`config.mk`:
```
export PLATFORM = sky130hd
export DESIGN_NAME = three_band_biquad_equalizer_unit
export DESIGN_NICKNAME = d
export VERILOG_FILES = /design/src/rtl/core/eq3_pkg.sv /design/src/rtl/core/eq3_ram.sv /design/src/rtl/core/eq3_seq.sv /design/src/rtl/core/eq3_dp.sv /design/src/rtl/core/three_band_biquad_equalizer_unit.sv
export SDC_FILE = /design/constraint.sdc
export NUM_CORES = 2
export LEC_CHECK = 0
export BUFFER_PORTS_ARGS = -buffer_cell sky130_fd_sc_hd__buf_2
export CORE_ASPECT_RATIO = 0.8
export CORE_UTILIZATION = 55
export DETAILED_ROUTE_END_ITERATION = 12
export GPL_TIMING_DRIVEN = 0
export PLACE_DENSITY = 0.71
export SKIP_LAST_GASP = 1
export SLEW_MARGIN = 20
export SYNTH_ARGS = -nofsm -noshare
export SYNTH_HDL_FRONTEND = slang
export SYNTH_SLANG_ARGS = --single-unit
```
`constraint.sdc`:
```
create_clock -name clk -period 11.2 [get_ports clk]
set_clock_uncertainty 0.05 [all_clocks]
set_input_delay 0.56 -clock clk [delete_from_list [all_inputs] [get_ports clk]]
set_output_delay 0.56 -clock clk [all_outputs]
set_load 0.02 [all_outputs]
```
`src/rtl/core/eq3_pkg.sv`:
```
// Shared types, constants and the microprogram of the three-band equalizer.
`default_nettype none

package eq3_pkg;

  localparam int SLOTS_PER_BAND = 5;
  localparam int HIST_PER_BAND  = 4;
  localparam int UCODE_AW       = 3;

  // coefficient slots within a band
  localparam logic [2:0] SLOT_B0 = 3'd0;
  localparam logic [2:0] SLOT_B1 = 3'd1;
  localparam logic [2:0] SLOT_B2 = 3'd2;
  localparam logic [2:0] SLOT_A1 = 3'd3;
  localparam logic [2:0] SLOT_A2 = 3'd4;

  // history slots within a band
  localparam logic [1:0] HIST_X1 = 2'd0;
  localparam logic [1:0] HIST_X2 = 2'd1;
  localparam logic [1:0] HIST_Y1 = 2'd2;
  localparam logic [1:0] HIST_Y2 = 2'd3;

  // source of a history write
  typedef enum logic [1:0] {
    HSRC_RD,
    HSRC_X,
    HSRC_Y
  } hsrc_t;

  // sequencing at the end of a control word
  typedef enum logic {
    BR_NEXT,
    BR_BAND
  } branch_t;

  typedef struct packed {
    logic       issue;
    logic       first;
    logic       use_x;
    logic       sub;
    logic [2:0] coef_slot;
    logic [1:0] hist_slot;
    logic       hwr_en;
    logic [1:0] hwr_slot;
    hsrc_t      hwr_src;
    logic       fin;
    branch_t    br;
  } uword_t;

  localparam uword_t UWORD_NOP = '{
    issue: 1'b0, first: 1'b0, use_x: 1'b0, sub: 1'b0,
    coef_slot: SLOT_B0, hist_slot: HIST_X1,
    hwr_en: 1'b0, hwr_slot: HIST_X1, hwr_src: HSRC_RD,
    fin: 1'b0, br: BR_NEXT
  };

  // Per-band program: five taps through the shared multiplier, history
  // shifts slotted into free write cycles, two drain steps, then round.
  function automatic uword_t ucode(input logic [UCODE_AW-1:0] step);
    uword_t w;
    w = UWORD_NOP;
    case (step)
      3'd0: begin
        w.issue = 1'b1; w.first = 1'b1; w.use_x = 1'b1;
        w.coef_slot = SLOT_B0;
      end
      3'd1: begin
        w.issue = 1'b1; w.coef_slot = SLOT_B1; w.hist_slot = HIST_X1;
      end
      3'd2: begin
        w.issue = 1'b1; w.coef_slot = SLOT_B2; w.hist_slot = HIST_X2;
        w.hwr_en = 1'b1; w.hwr_slot = HIST_X2; w.hwr_src = HSRC_RD;
      end
      3'd3: begin
        w.issue = 1'b1; w.sub = 1'b1; w.coef_slot = SLOT_A1; w.hist_slot = HIST_Y1;
        w.hwr_en = 1'b1; w.hwr_slot = HIST_X1; w.hwr_src = HSRC_X;
      end
      3'd4: begin
        w.issue = 1'b1; w.sub = 1'b1; w.coef_slot = SLOT_A2; w.hist_slot = HIST_Y2;
        w.hwr_en = 1'b1; w.hwr_slot = HIST_Y2; w.hwr_src = HSRC_RD;
      end
      3'd7: begin
        w.fin = 1'b1; w.br = BR_BAND;
        w.hwr_en = 1'b1; w.hwr_slot = HIST_Y1; w.hwr_src = HSRC_Y;
      end
      default: begin
        w = UWORD_NOP;
      end
    endcase
    return w;
  endfunction

endpackage

`default_nettype wire

```
`src/rtl/core/eq3_ram.sv`:
```
// Generic single-port-write, registered-read RAM (read-first).
`default_nettype none

module eq3_ram #(
  parameter int WIDTH = 24,
  parameter int DEPTH = 16
) (
  input  wire logic                     clk,
  input  wire logic                     we,
  input  wire logic [$clog2(DEPTH)-1:0] waddr,
  input  wire logic [WIDTH-1:0]         wdata,
  input  wire logic [$clog2(DEPTH)-1:0] raddr,
  output logic      [WIDTH-1:0]         rdata
);

  logic [WIDTH-1:0] mem_r [DEPTH];

  always_ff @(posedge clk) begin
    rdata <= mem_r[raddr];
    if (we) begin
      mem_r[waddr] <= wdata;
    end
  end

endmodule

`default_nettype wire

```
`src/rtl/core/eq3_seq.sv`:
```
// Microcode sequencer: step counter, band counter and branch on band end.
`default_nettype none

module eq3_seq #(
  parameter int NUM_BANDS = 3
) (
  input  wire logic                   clk,
  input  wire logic                   rst_n,
  input  wire logic                   start,
  input  wire logic                   hold,
  output logic                        busy,
  output logic                        done,
  output eq3_pkg::uword_t             ctrl,
  output logic [((NUM_BANDS > 1) ? $clog2(NUM_BANDS) : 1)-1:0] band
);

  localparam int BW = (NUM_BANDS > 1) ? $clog2(NUM_BANDS) : 1;
  localparam logic [BW-1:0] LAST_BAND = BW'(NUM_BANDS - 1);

  logic                         busy_r, busy_nxt;
  logic [eq3_pkg::UCODE_AW-1:0] step_r, step_nxt;
  logic [BW-1:0]                band_r, band_nxt;

  always_comb begin
    ctrl     = busy_r ? eq3_pkg::ucode(step_r) : eq3_pkg::UWORD_NOP;
    busy_nxt = busy_r;
    step_nxt = step_r;
    band_nxt = band_r;
    done     = 1'b0;
    if (!busy_r) begin
      if (start) begin
        busy_nxt = 1'b1;
        step_nxt = '0;
        band_nxt = '0;
      end
    end else begin
      case (ctrl.br)
        eq3_pkg::BR_BAND: begin
          if (band_r != LAST_BAND) begin
            band_nxt = band_r + 1'b1;
            step_nxt = '0;
          end else if (!hold) begin
            busy_nxt = 1'b0;
            done     = 1'b1;
          end
        end
        default: begin
          step_nxt = step_r + 1'b1;
        end
      endcase
    end
  end

  always_ff @(posedge clk) begin
    if (!rst_n) begin
      busy_r <= 1'b0;
      step_r <= '0;
      band_r <= '0;
    end else begin
      busy_r <= busy_nxt;
      step_r <= step_nxt;
      band_r <= band_nxt;
    end
  end

  assign busy = busy_r;
  assign band = band_r;

endmodule

`default_nettype wire

```
`src/rtl/core/eq3_dp.sv`:
```
// Biquad datapath: coefficient and history stores, shared multiplier, accumulator, rounding.
`default_nettype none

module eq3_dp #(
  parameter int SAMPLE_WIDTH   = 24,
  parameter int COEF_WIDTH     = 28,
  parameter int COEF_FRAC_BITS = 24,
  parameter int NUM_BANDS      = 3
) (
  input  wire logic                                  clk,
  input  wire logic                                  rst_n,
  input  wire eq3_pkg::uword_t                       ctrl,
  input  wire logic [((NUM_BANDS > 1) ? $clog2(NUM_BANDS) : 1)-1:0] band,
  input  wire logic                                  start,
  input  wire logic signed [SAMPLE_WIDTH-1:0]        sample,
  input  wire logic                                  cw_en,
  input  wire logic [$clog2(NUM_BANDS*eq3_pkg::SLOTS_PER_BAND)-1:0] cw_addr,
  input  wire logic signed [COEF_WIDTH-1:0]          cw_data,
  output logic signed [SAMPLE_WIDTH-1:0]             y_out,
  output logic                                       clip_out
);

  localparam int SW  = SAMPLE_WIDTH;
  localparam int CW  = COEF_WIDTH;
  localparam int F   = COEF_FRAC_BITS;
  localparam int NC  = NUM_BANDS * eq3_pkg::SLOTS_PER_BAND;
  localparam int NH  = NUM_BANDS * eq3_pkg::HIST_PER_BAND;
  localparam int CAW = $clog2(NC);
  localparam int HAW = $clog2(NH);
  localparam int PW  = SW + CW;
  localparam int AW  = PW + 3;
  localparam int EW  = (AW > SW + F + 1) ? AW : SW + F + 1;

  localparam logic signed [EW-1:0] HALF = EW'(1) << (F - 1);
  localparam logic signed [EW-1:0] SHI  = {{(EW - SW + 1){1'b0}}, {(SW - 1){1'b1}}};
  localparam logic signed [EW-1:0] SLO  = ~SHI;

  logic [NC-1:0] cval_r;
  logic [NH-1:0] hval_r;
  logic          cv_q_r, hv_q_r;

  logic [CAW-1:0]        c_raddr;
  logic [HAW-1:0]        h_raddr, h_waddr;
  logic [CW-1:0]         c_rdata;
  logic [SW-1:0]         h_rdata;
  logic signed [CW-1:0]  coef_m;
  logic signed [SW-1:0]  hist_m;
  logic signed [SW-1:0]  op_x;
  logic [SW-1:0]         h_wdata;

  logic                  p1_valid_r, p1_first_r, p1_sub_r, p1_usex_r;
  logic                  p2_valid_r, p2_first_r, p2_sub_r;
  logic signed [PW-1:0]  prod_r;
  logic signed [AW-1:0]  acc_r, acc_nxt, prod_x;

  logic signed [SW-1:0]  xin_r;
  logic                  clip_r;
  logic signed [EW-1:0]  acc_e, rnd, shr;
  logic signed [SW-1:0]  y_sat;
  logic                  sat;

  // Store addresses: band*5+slot for coefficients, band*4+slot for history.
  always_comb begin
    c_raddr = CAW'({band, 2'b00}) + CAW'(band) + CAW'(ctrl.coef_slot);
    h_raddr = HAW'({band, ctrl.hist_slot});
    h_waddr = HAW'({band, ctrl.hwr_slot});
  end

  eq3_ram #(.WIDTH(CW), .DEPTH(NC)) u_coef_ram (
    .clk   (clk),
    .we    (cw_en),
    .waddr (cw_addr),
    .wdata (cw_data),
    .raddr (c_raddr),
    .rdata (c_rdata)
  );

  eq3_ram #(.WIDTH(SW), .DEPTH(NH)) u_hist_ram (
    .clk   (clk),
    .we    (ctrl.hwr_en),
    .waddr (h_waddr),
    .wdata (h_wdata),
    .raddr (h_raddr),
    .rdata (h_rdata)
  );

  // Entries never written read as zero.
  assign coef_m = cv_q_r ? $signed(c_rdata) : '0;
  assign hist_m = hv_q_r ? $signed(h_rdata) : '0;
  assign op_x   = p1_usex_r ? xin_r : hist_m;

  // Round half up, then saturate to the sample range.
  always_comb begin
    acc_e = EW'(acc_r);
    rnd   = acc_e + HALF;
    shr   = rnd >>> F;
    sat   = 1'b0;
    if (shr > SHI) begin
      y_sat = SHI[SW-1:0];
      sat   = 1'b1;
    end else if (shr < SLO) begin
      y_sat = SLO[SW-1:0];
      sat   = 1'b1;
    end else begin
      y_sat = shr[SW-1:0];
    end
  end

  always_comb begin
    case (ctrl.hwr_src)
      eq3_pkg::HSRC_X: h_wdata = xin_r;
      eq3_pkg::HSRC_Y: h_wdata = y_sat;
      default:         h_wdata = hist_m;
    endcase
  end

  always_comb begin
    prod_x  = AW'(prod_r);
    acc_nxt = acc_r;
    if (p2_valid_r) begin
      if (p2_first_r) begin
        acc_nxt = p2_sub_r ? -prod_x : prod_x;
      end else begin
        acc_nxt = p2_sub_r ? acc_r - prod_x : acc_r + prod_x;
      end
    end
  end

  always_ff @(posedge clk) begin
    if (!rst_n) begin
      cval_r     <= '0;
      hval_r     <= '0;
      p1_valid_r <= 1'b0;
      p2_valid_r <= 1'b0;
    end else begin
      if (cw_en) begin
        cval_r[cw_addr] <= 1'b1;
      end
      if (ctrl.hwr_en) begin
        hval_r[h_waddr] <= 1'b1;
      end
      p1_valid_r <= ctrl.issue;
      p2_valid_r <= p1_valid_r;
    end
  end

  always_ff @(posedge clk) begin
    cv_q_r     <= cval_r[c_raddr];
    hv_q_r     <= hval_r[h_raddr];
    p1_first_r <= ctrl.first;
    p1_sub_r   <= ctrl.sub;
    p1_usex_r  <= ctrl.use_x;
    p2_first_r <= p1_first_r;
    p2_sub_r   <= p1_sub_r;
    prod_r     <= PW'(coef_m * op_x);
    acc_r      <= acc_nxt;
    if (start) begin
      xin_r  <= sample;
      clip_r <= 1'b0;
    end else if (ctrl.fin) begin
      xin_r  <= y_sat;
      clip_r <= clip_r | sat;
    end
  end

  assign y_out    = y_sat;
  assign clip_out = clip_r | sat;

endmodule

`default_nettype wire

```
`src/rtl/core/three_band_biquad_equalizer_unit.sv`:
```
// Three-band cascaded direct form I biquad equalizer, top level.
// An audio transfer runs eight microcode steps a band on one shared multiplier, and its result
// then shows on out_tvalid; no new item is taken until the sequencer is idle again, and an
// unread result holds the last step. Coefficient writes are also taken only while idle.
// Reset (rst_n low, synchronous): sequencer idle, output empty, every coefficient and
// history entry reads as zero, so the output stays silent until coefficients are written.
`default_nettype none

module three_band_biquad_equalizer_unit #(
  parameter int SAMPLE_WIDTH   = 24,
  parameter int COEF_WIDTH     = 28,
  parameter int COEF_FRAC_BITS = 24,
  parameter int NUM_BANDS      = 3
) (
  input  wire logic clk,
  input  wire logic rst_n,

  input  wire logic in_tvalid,
  output logic      in_tready,
  // sample_in, coef_index, coef_value (lowest bits first), zero padded to bytes
  input  wire logic [((SAMPLE_WIDTH + $clog2(NUM_BANDS*eq3_pkg::SLOTS_PER_BAND)
                       + COEF_WIDTH + 7) / 8) * 8 - 1:0] in_tdata,
  // mode: 0 audio sample, 1 coefficient write
  input  wire logic [0:0] in_tuser,

  output logic      out_tvalid,
  input  wire logic out_tready,
  // sample_out, zero padded to bytes
  output logic [((SAMPLE_WIDTH + 7) / 8) * 8 - 1:0] out_tdata,
  // clipped
  output logic [0:0] out_tuser
);

  localparam int SW  = SAMPLE_WIDTH;
  localparam int CW  = COEF_WIDTH;
  localparam int NC  = NUM_BANDS * eq3_pkg::SLOTS_PER_BAND;
  localparam int IW  = $clog2(NC);
  localparam int BW  = (NUM_BANDS > 1) ? $clog2(NUM_BANDS) : 1;

  // Unpack the input item.
  logic                 in_mode;
  logic signed [SW-1:0] in_sample;
  logic [IW-1:0]        in_index;
  logic signed [CW-1:0] in_coef;

  assign in_mode   = in_tuser[0];
  assign in_sample = $signed(in_tdata[SW-1:0]);
  assign in_index  = in_tdata[SW+IW-1:SW];
  assign in_coef   = $signed(in_tdata[SW+IW+CW-1:SW+IW]);

  logic                 busy, done, hold;
  logic                 in_xfer, start, cw_en;
  eq3_pkg::uword_t      ctrl;
  logic [BW-1:0]        band;
  logic signed [SW-1:0] y_out;
  logic                 clip_out;

  logic                 out_valid_r;
  logic [SW-1:0]        out_sample_r;
  logic                 out_clip_r;

  // Take new items only while the sequencer is idle; a result waiting in the
  // output register does not block the input side.
  assign in_tready = !busy;
  assign in_xfer   = in_tvalid && in_tready;
  assign start     = in_xfer && !in_mode;
  // Drop coefficient writes whose index lies past the last band.
  assign cw_en     = in_xfer && in_mode && (IW'(NC - 1) >= in_index);

  // Hold the final rounding step while the previous result is still unread.
  assign hold = out_valid_r && !out_tready;

  eq3_seq #(.NUM_BANDS(NUM_BANDS)) u_seq (
    .clk   (clk),
    .rst_n (rst_n),
    .start (start),
    .hold  (hold),
    .busy  (busy),
    .done  (done),
    .ctrl  (ctrl),
    .band  (band)
  );

  eq3_dp #(
    .SAMPLE_WIDTH   (SAMPLE_WIDTH),
    .COEF_WIDTH     (COEF_WIDTH),
    .COEF_FRAC_BITS (COEF_FRAC_BITS),
    .NUM_BANDS      (NUM_BANDS)
  ) u_dp (
    .clk      (clk),
    .rst_n    (rst_n),
    .ctrl     (ctrl),
    .band     (band),
    .start    (start),
    .sample   (in_sample),
    .cw_en    (cw_en),
    .cw_addr  (in_index),
    .cw_data  (in_coef),
    .y_out    (y_out),
    .clip_out (clip_out)
  );

  // Output register: load on the last band's rounding step, clear on transfer.
  always_ff @(posedge clk) begin
    if (!rst_n) begin
      out_valid_r <= 1'b0;
    end else if (done) begin
      out_valid_r <= 1'b1;
    end else if (out_tready) begin
      out_valid_r <= 1'b0;
    end
  end

  always_ff @(posedge clk) begin
    if (done) begin
      out_sample_r <= y_out;
      out_clip_r   <= clip_out;
    end
  end

  assign out_tvalid = out_valid_r;
  assign out_tuser  = out_clip_r;

  always_comb begin
    out_tdata         = '0;
    out_tdata[SW-1:0] = out_sample_r;
  end

endmodule

`default_nettype wire
```
Yosys cells after proc, flatten, opt, wreduce, memory -nomap -nowiden
Memories as Yosys holds them, arrays and structs flattened. A register that Yosys moved wholly into a read port is not among the register bits.
Cells that the tools add are included.
Operators by class
  $lt $le $gt $ge: 9
  eq/ne operators: 11
  mux-type cells: 52
  multipliers: 1
  add/sub/neg operators: 8
  reductions and logical operators: 19
  bitwise logic cells: 3
Operators with widths (number)
  two-way mux 55 bit: 3
  two-way mux 24 bit: 6
  adder 55 x 25 -> 55 bit (second input constant): 1
  adder 55 x 52 -> 55 bit: 1
  negation 52 -> 55 bit: 1
  subtractor 55 x 52 -> 55 bit: 1
  multiplier 28 x 24 -> 52 bit: 1
  case mux 24 bit (2 select lines): 1
  > comparator 31 x 24 -> 1 bit (second input constant): 1
  less-than comparator 31 x 24 -> 1 bit (second input constant): 1
  two-way mux 28 bit: 1
  two-way mux 1 bit: 23
  less-than comparator 4 x 5 -> 1 bit (second input constant): 4
  case mux 5 bit (4 select lines): 1
  OR 15 bit: 1
  two-way mux 12 bit: 1
  two-way mux 2 bit: 6
  two-way mux 3 bit: 4
  OR 12 bit: 1
  case mux 3 bit (4 select lines): 1
  binary-select mux 1 bit (select 4 bit): 2
  demux 1 bit (select 4 bit): 2
  >= comparator 4 x 1 -> 1 bit (second input constant): 2
  logical AND 1 bit: 7
  21 further kinds: 30
Storage, ports and cells
  RAM bits: 708
  register bits after elaboration: 200
  input port bits: 61
  logic and storage cells: 126
  memories: 2
  output and inout bits: 27
Memory list
  u_dp.u_coef_ram.mem_r: words 15, bits a word 28, rd ports 1, clocked after memory_dff 1, wr ports 1, RTL line eq3_ram.sv:16  | logic [WIDTH-1:0] mem_r [DEPTH];
  u_dp.u_hist_ram.mem_r: words 12, bits a word 24, rd ports 1, clocked after memory_dff 1, wr ports 1, RTL line eq3_ram.sv:16

Longest topological paths before layout
  depth in word-level cells: 8
  depth in mapped cells: 32
  gate-level depth less buffers: 30

Hierarchy
From an unflattened synthesis, not the netlist that was laid out.
Unflattened totals
  cells, all modules: 5585
  area, all modules: 65552.9 um^2
Modules (own cells, without submodules)
  eq3_dp: sequential area each 4154.0 um^2, area each 36193.5 um^2, times used 1, cells each 4195
  eq3_ram at u_dp.u_coef_ram: sequential area each 13172.6 um^2, area each 16600.9 um^2, times used 1, cells each 793
  eq3_ram at u_dp.u_hist_ram: sequential area each 9128.8 um^2, area each 11461.0 um^2, times used 1, cells each 504
  three_band_biquad_equalizer_unit: sequential area each 770.7 um^2, area each 818.3 um^2, times used 1, cells each 32
  eq3_seq: sequential area each 120.1 um^2, area each 479.2 um^2, times used 1, cells each 61

Worst setup path before layout
No wires, ideal clock.
  path kind: reg-to-reg
  start: reg, netlist name u_dp.p1_first_r
  end: reg u_dp.prod_r[48]
  data required time: 11.023 ns
  slack: 3.200 ns
  cell stages (with the launch flop): 30
  arrival time: 7.824 ns
  library setup time: 0.127 ns
  period minus slack after synthesis: 8.000 ns
  path through: dfxtp_1 > clkbuf_1 > clkbuf_1 > nor2_1 > a21oi_1 > clkbuf_1 > nor2_1 > fa_1 > fa_1 > inv_1 > fa_1 > fa_1 > inv_1 > fa_1 > fa_1 > inv_1 > fa_1 > inv_1 > ha_1 > a21o_1 > a21o_1 > a21o_1 > a41oi_1 > o2111ai_1 > a41oi_1 > o21ai_0 > a221oi_1 > or2_2 > o21ai_0 > xor2_1
RTL lines
  end signal, assigned: RTL line eq3_dp.sv:155  | prod_r <= PW'(coef_m * op_x);
  end, declared: RTL line eq3_dp.sv:53  | logic signed [PW-1:0] prod_r;

==> flow_summary.toml <==
[clock_tree]
clkTransAtPathRegs_ns = 0.07
clock_path_buffers = 3
ctsHoldBuffers = 0
clockRootBuffer = "clkbuf_16"
h-tree-depth = 3
cts_tree = "built"
numClockSinks = 959
clk_latency_ns = 0.75
cts_buffers = 89
ctsResizeCount = 0
cts_setup_buffers = 0

[yosys]
synthCells = 5607
synth_top_family_by_area = "adder cells"
yosys.area.top_type = "edfxtp_1"
synth.distinct_cells = 74
synth-simple-area-share = 0.09868
ys_ff_latch = 959
synth.cell_area_um2 = 64820
syn_avg_cell_area_um2 = 11.56
synth_area_leaders = "edfxtp_1 (38%), fa_1 (22%), dfxtp_1 (4.5%), inv_1 (4.2%), ha_1 (4.1%)"
synth_top_area_frac = 0.3762
synth_fp_nets = 6577
yosys_warnings = 0
synthAdderAreaFrac = 0.2562
synth_xor_area_frac = 0.03108
synth_edf_count = 812
synth-compound-area-share = 0.07988
ys.flop_type = "edfxtp_1"
synthArstFlopShare = 0
synthMuxAreaShare = 0.05362
ys_seq_area_frac = 0.4216

[cells_and_area]
area_delta_synth_final_pct = 9.783
nFillCells = 9326
layout_common_cells = "edfxtp_1 (812), inv_1 (731), nand2_1 (703), fa_1 (697), nor2_1 (475)"
multi_input_area_um2 = 33920
layout_commonest_cell = "edfxtp_1"
drive_gt1_frac = 0.08965
seqCellArea_um2 = 27330
nNetsFinal = 6806

[timing]
min_period_ns = 10.30
drv_slew = 0
tightest_slew_ns = 1.242
max_clock_freq_ghz = 0.09705
hold_viol_final = 0
slew_headroom = 0.1719
finalSetupViolCount = 0
tns_ns = 0
rsz0062_at_grt = "false"
finalCritPeriodShare = 0.9200

[worst_setup_path]
cp_common_cell = "fa_1"
criticalPathCategory = "reg -> reg"
worstPathArrival_ns = 10.87
path_max_fanout = 10
max_stage_delay_ns = 0.92
critPathCaptureType = "flip-flop"
cp-start-kind = "flip-flop"
cp.required_ns = 11.76
critical_path.slowest_cell = "clkbuf_1"

[route]
drt_iter0_drc = 5471
drcViolationCount = 0
ant_nets = 0
drt_wl_total_um = 198500
viasPerCell = 6.120
dr.pass1.iters = 8
wl_per_cell_um = 26.64
num_vias = 45610

[die]
die_h_um = 309.1
rows = 112
fp.dieW_um = 385.8
floorplan.initialDensity = 0.5553
core_um2 = 116700
floorplan.die_area_um2 = 119200
ios = 88

[power]
leakagePower_nw = 28.55
powerDensity_nw_per_um2 = 114.3
switchingPower_mw = 2.141
finalPower_mw = 8.135
swShare = 0.2632
comb_power_share = 0.136
internal_power_mw = 5.993
seq_power_share = 0.486
max-vdd-ir-drop_v = 0.0002399
clkPwrFrac = 0.378

[worst_hold_path]
hold_class = "in -> reg"

[global_routing]
antenna_found_initial = 8
gr-usage-all-layers = 0.3376
grt_overflow = 0
grt_pass1_vias = 45500
grt_max_degree = 52
grt_first_pass_wirelength_um = 291300

[outcome]
status = "finished clean"

[place]
dpl.hpwl_um = 150200
io_buffers = 86
gp_congestion = 1.079

[flow_run]
max-cap-violations = 0
-- synthesized netlist by cell type, types with 74 or more instances --
library cell,n
dfxtp_1,147
inv_1,731
o21ai_0,161
edfxtp_1,812
nor2_1,487
nand2_1,703
mux4_2,116
a21o_1,74
xnor2_1,169
fa_1,697
clkbuf_1,246
o22ai_1,75
a21oi_1,195
ha_1,212
-- power by group through the flow --
stage	logic [mW]	registers, mW	clock network, mW
2_1_floorplan	0.726	4.01	0
3_3_place_gp	1.04	4.03	0
3_5_place_dp	1.06	4.03	0
4_1_cts	1.07	3.95	3.11
5_1_grt	1.18	3.95	3.23
6_report	1.10	3.95	3.08
-- worst max-delay path: cells and delay by family (launching register included) --
family	cells	cell delay, ns
fa+ha+maj	8	4.14
buf+inv	8	2.50
compound gates	6	1.69
simple gates	6	1.29
flops	1	0.38
xor+xnor	1	0.17
-- flip-flops by register name (all words and copies together), names as in the netlist, 2 cells and up --
name,count
u_dp.xin_r,24
u_seq.band,2
u_dp.u_hist_ram.rdata,24
u_dp.u_hist_ram.mem_r,288
out_tdata,24
u_dp.u_coef_ram.mem_r,420
u_dp.u_coef_ram.rdata,28
u_dp.hval_r,12
u_dp.acc_e,55
u_seq.step_r,3
u_dp.prod_r,52
u_dp.cval_r,15
-- cell families (layout without fill, tap and decap cells) --
| family | after synthesis | after routing |
|---|---|---|
| AO/OA/AOI/OAI | 794 | 794 |
| flip-flops | 959 | 959 |
| other | 0 | 2 |
| buffers and inverters | 1012 | 1317 |
| multiplexers | 199 | 199 |
| AND/OR/NAND/NOR | 1504 | 1504 |
| XOR/XNOR | 230 | 230 |
| adder cells (fa/ha/maj) | 909 | 909 |
-- final timing paths --
kind | start | to | slack [ns] | cells past startpoint
worst max-delay path | u_dp.p1_first_r | u_dp.prod_r[48] | 0.90 | 29
worst min-delay path | in_tdata[13] | u_dp.xin_r[13] | 0.12 | 2
worst max register to register | u_dp.p1_first_r | u_dp.prod_r[48] | 0.90 | 29
worst min register to register | u_dp.p1_sub_r | u_dp.p2_sub_r | 0.28 | 0
-- final cells by class --
cell class / instances / area share
Multi-Input combinational cell: 3636 / 0.4767
Sequential cell: 959 / 0.3841
Inverter: 732 / 0.03861
Clock buffer: 112 / 0.03364
Tap cell: 1539 / 0.02706
Timing Repair Buffer: 138 / 0.01626
Buffer: 280 / 0.01516
Clock inverter: 55 / 0.008405
Antenna cell: 2 / 0.00007033
-- stage by stage --
step	hold WS, ns	instance area, µm²	util	setup slack, ns	std cells
after floorplan	0.2596	64820	-	3.200	5607
after global placement	0.2626	67170	0.5755	0.2811	7232
after detailed placement	0.2672	68080	0.5832	1.057	7282
after CTS	0.07852	71070	0.6088	1.043	7449
after global routing	0.09713	71150	0.6096	0.5831	7451
final	0.1191	71160	0.6096	0.8960	7453
-- layer usage --
metal / global-route usage / routed length [µm]
met1: 0.4783 / 79140
met2: 0.4984 / 86620
met3: 0.09877 / 25420
met4: 0.1162 / 7253
met5: 0.002415 / 100
(Power assumes the default switching activity.)
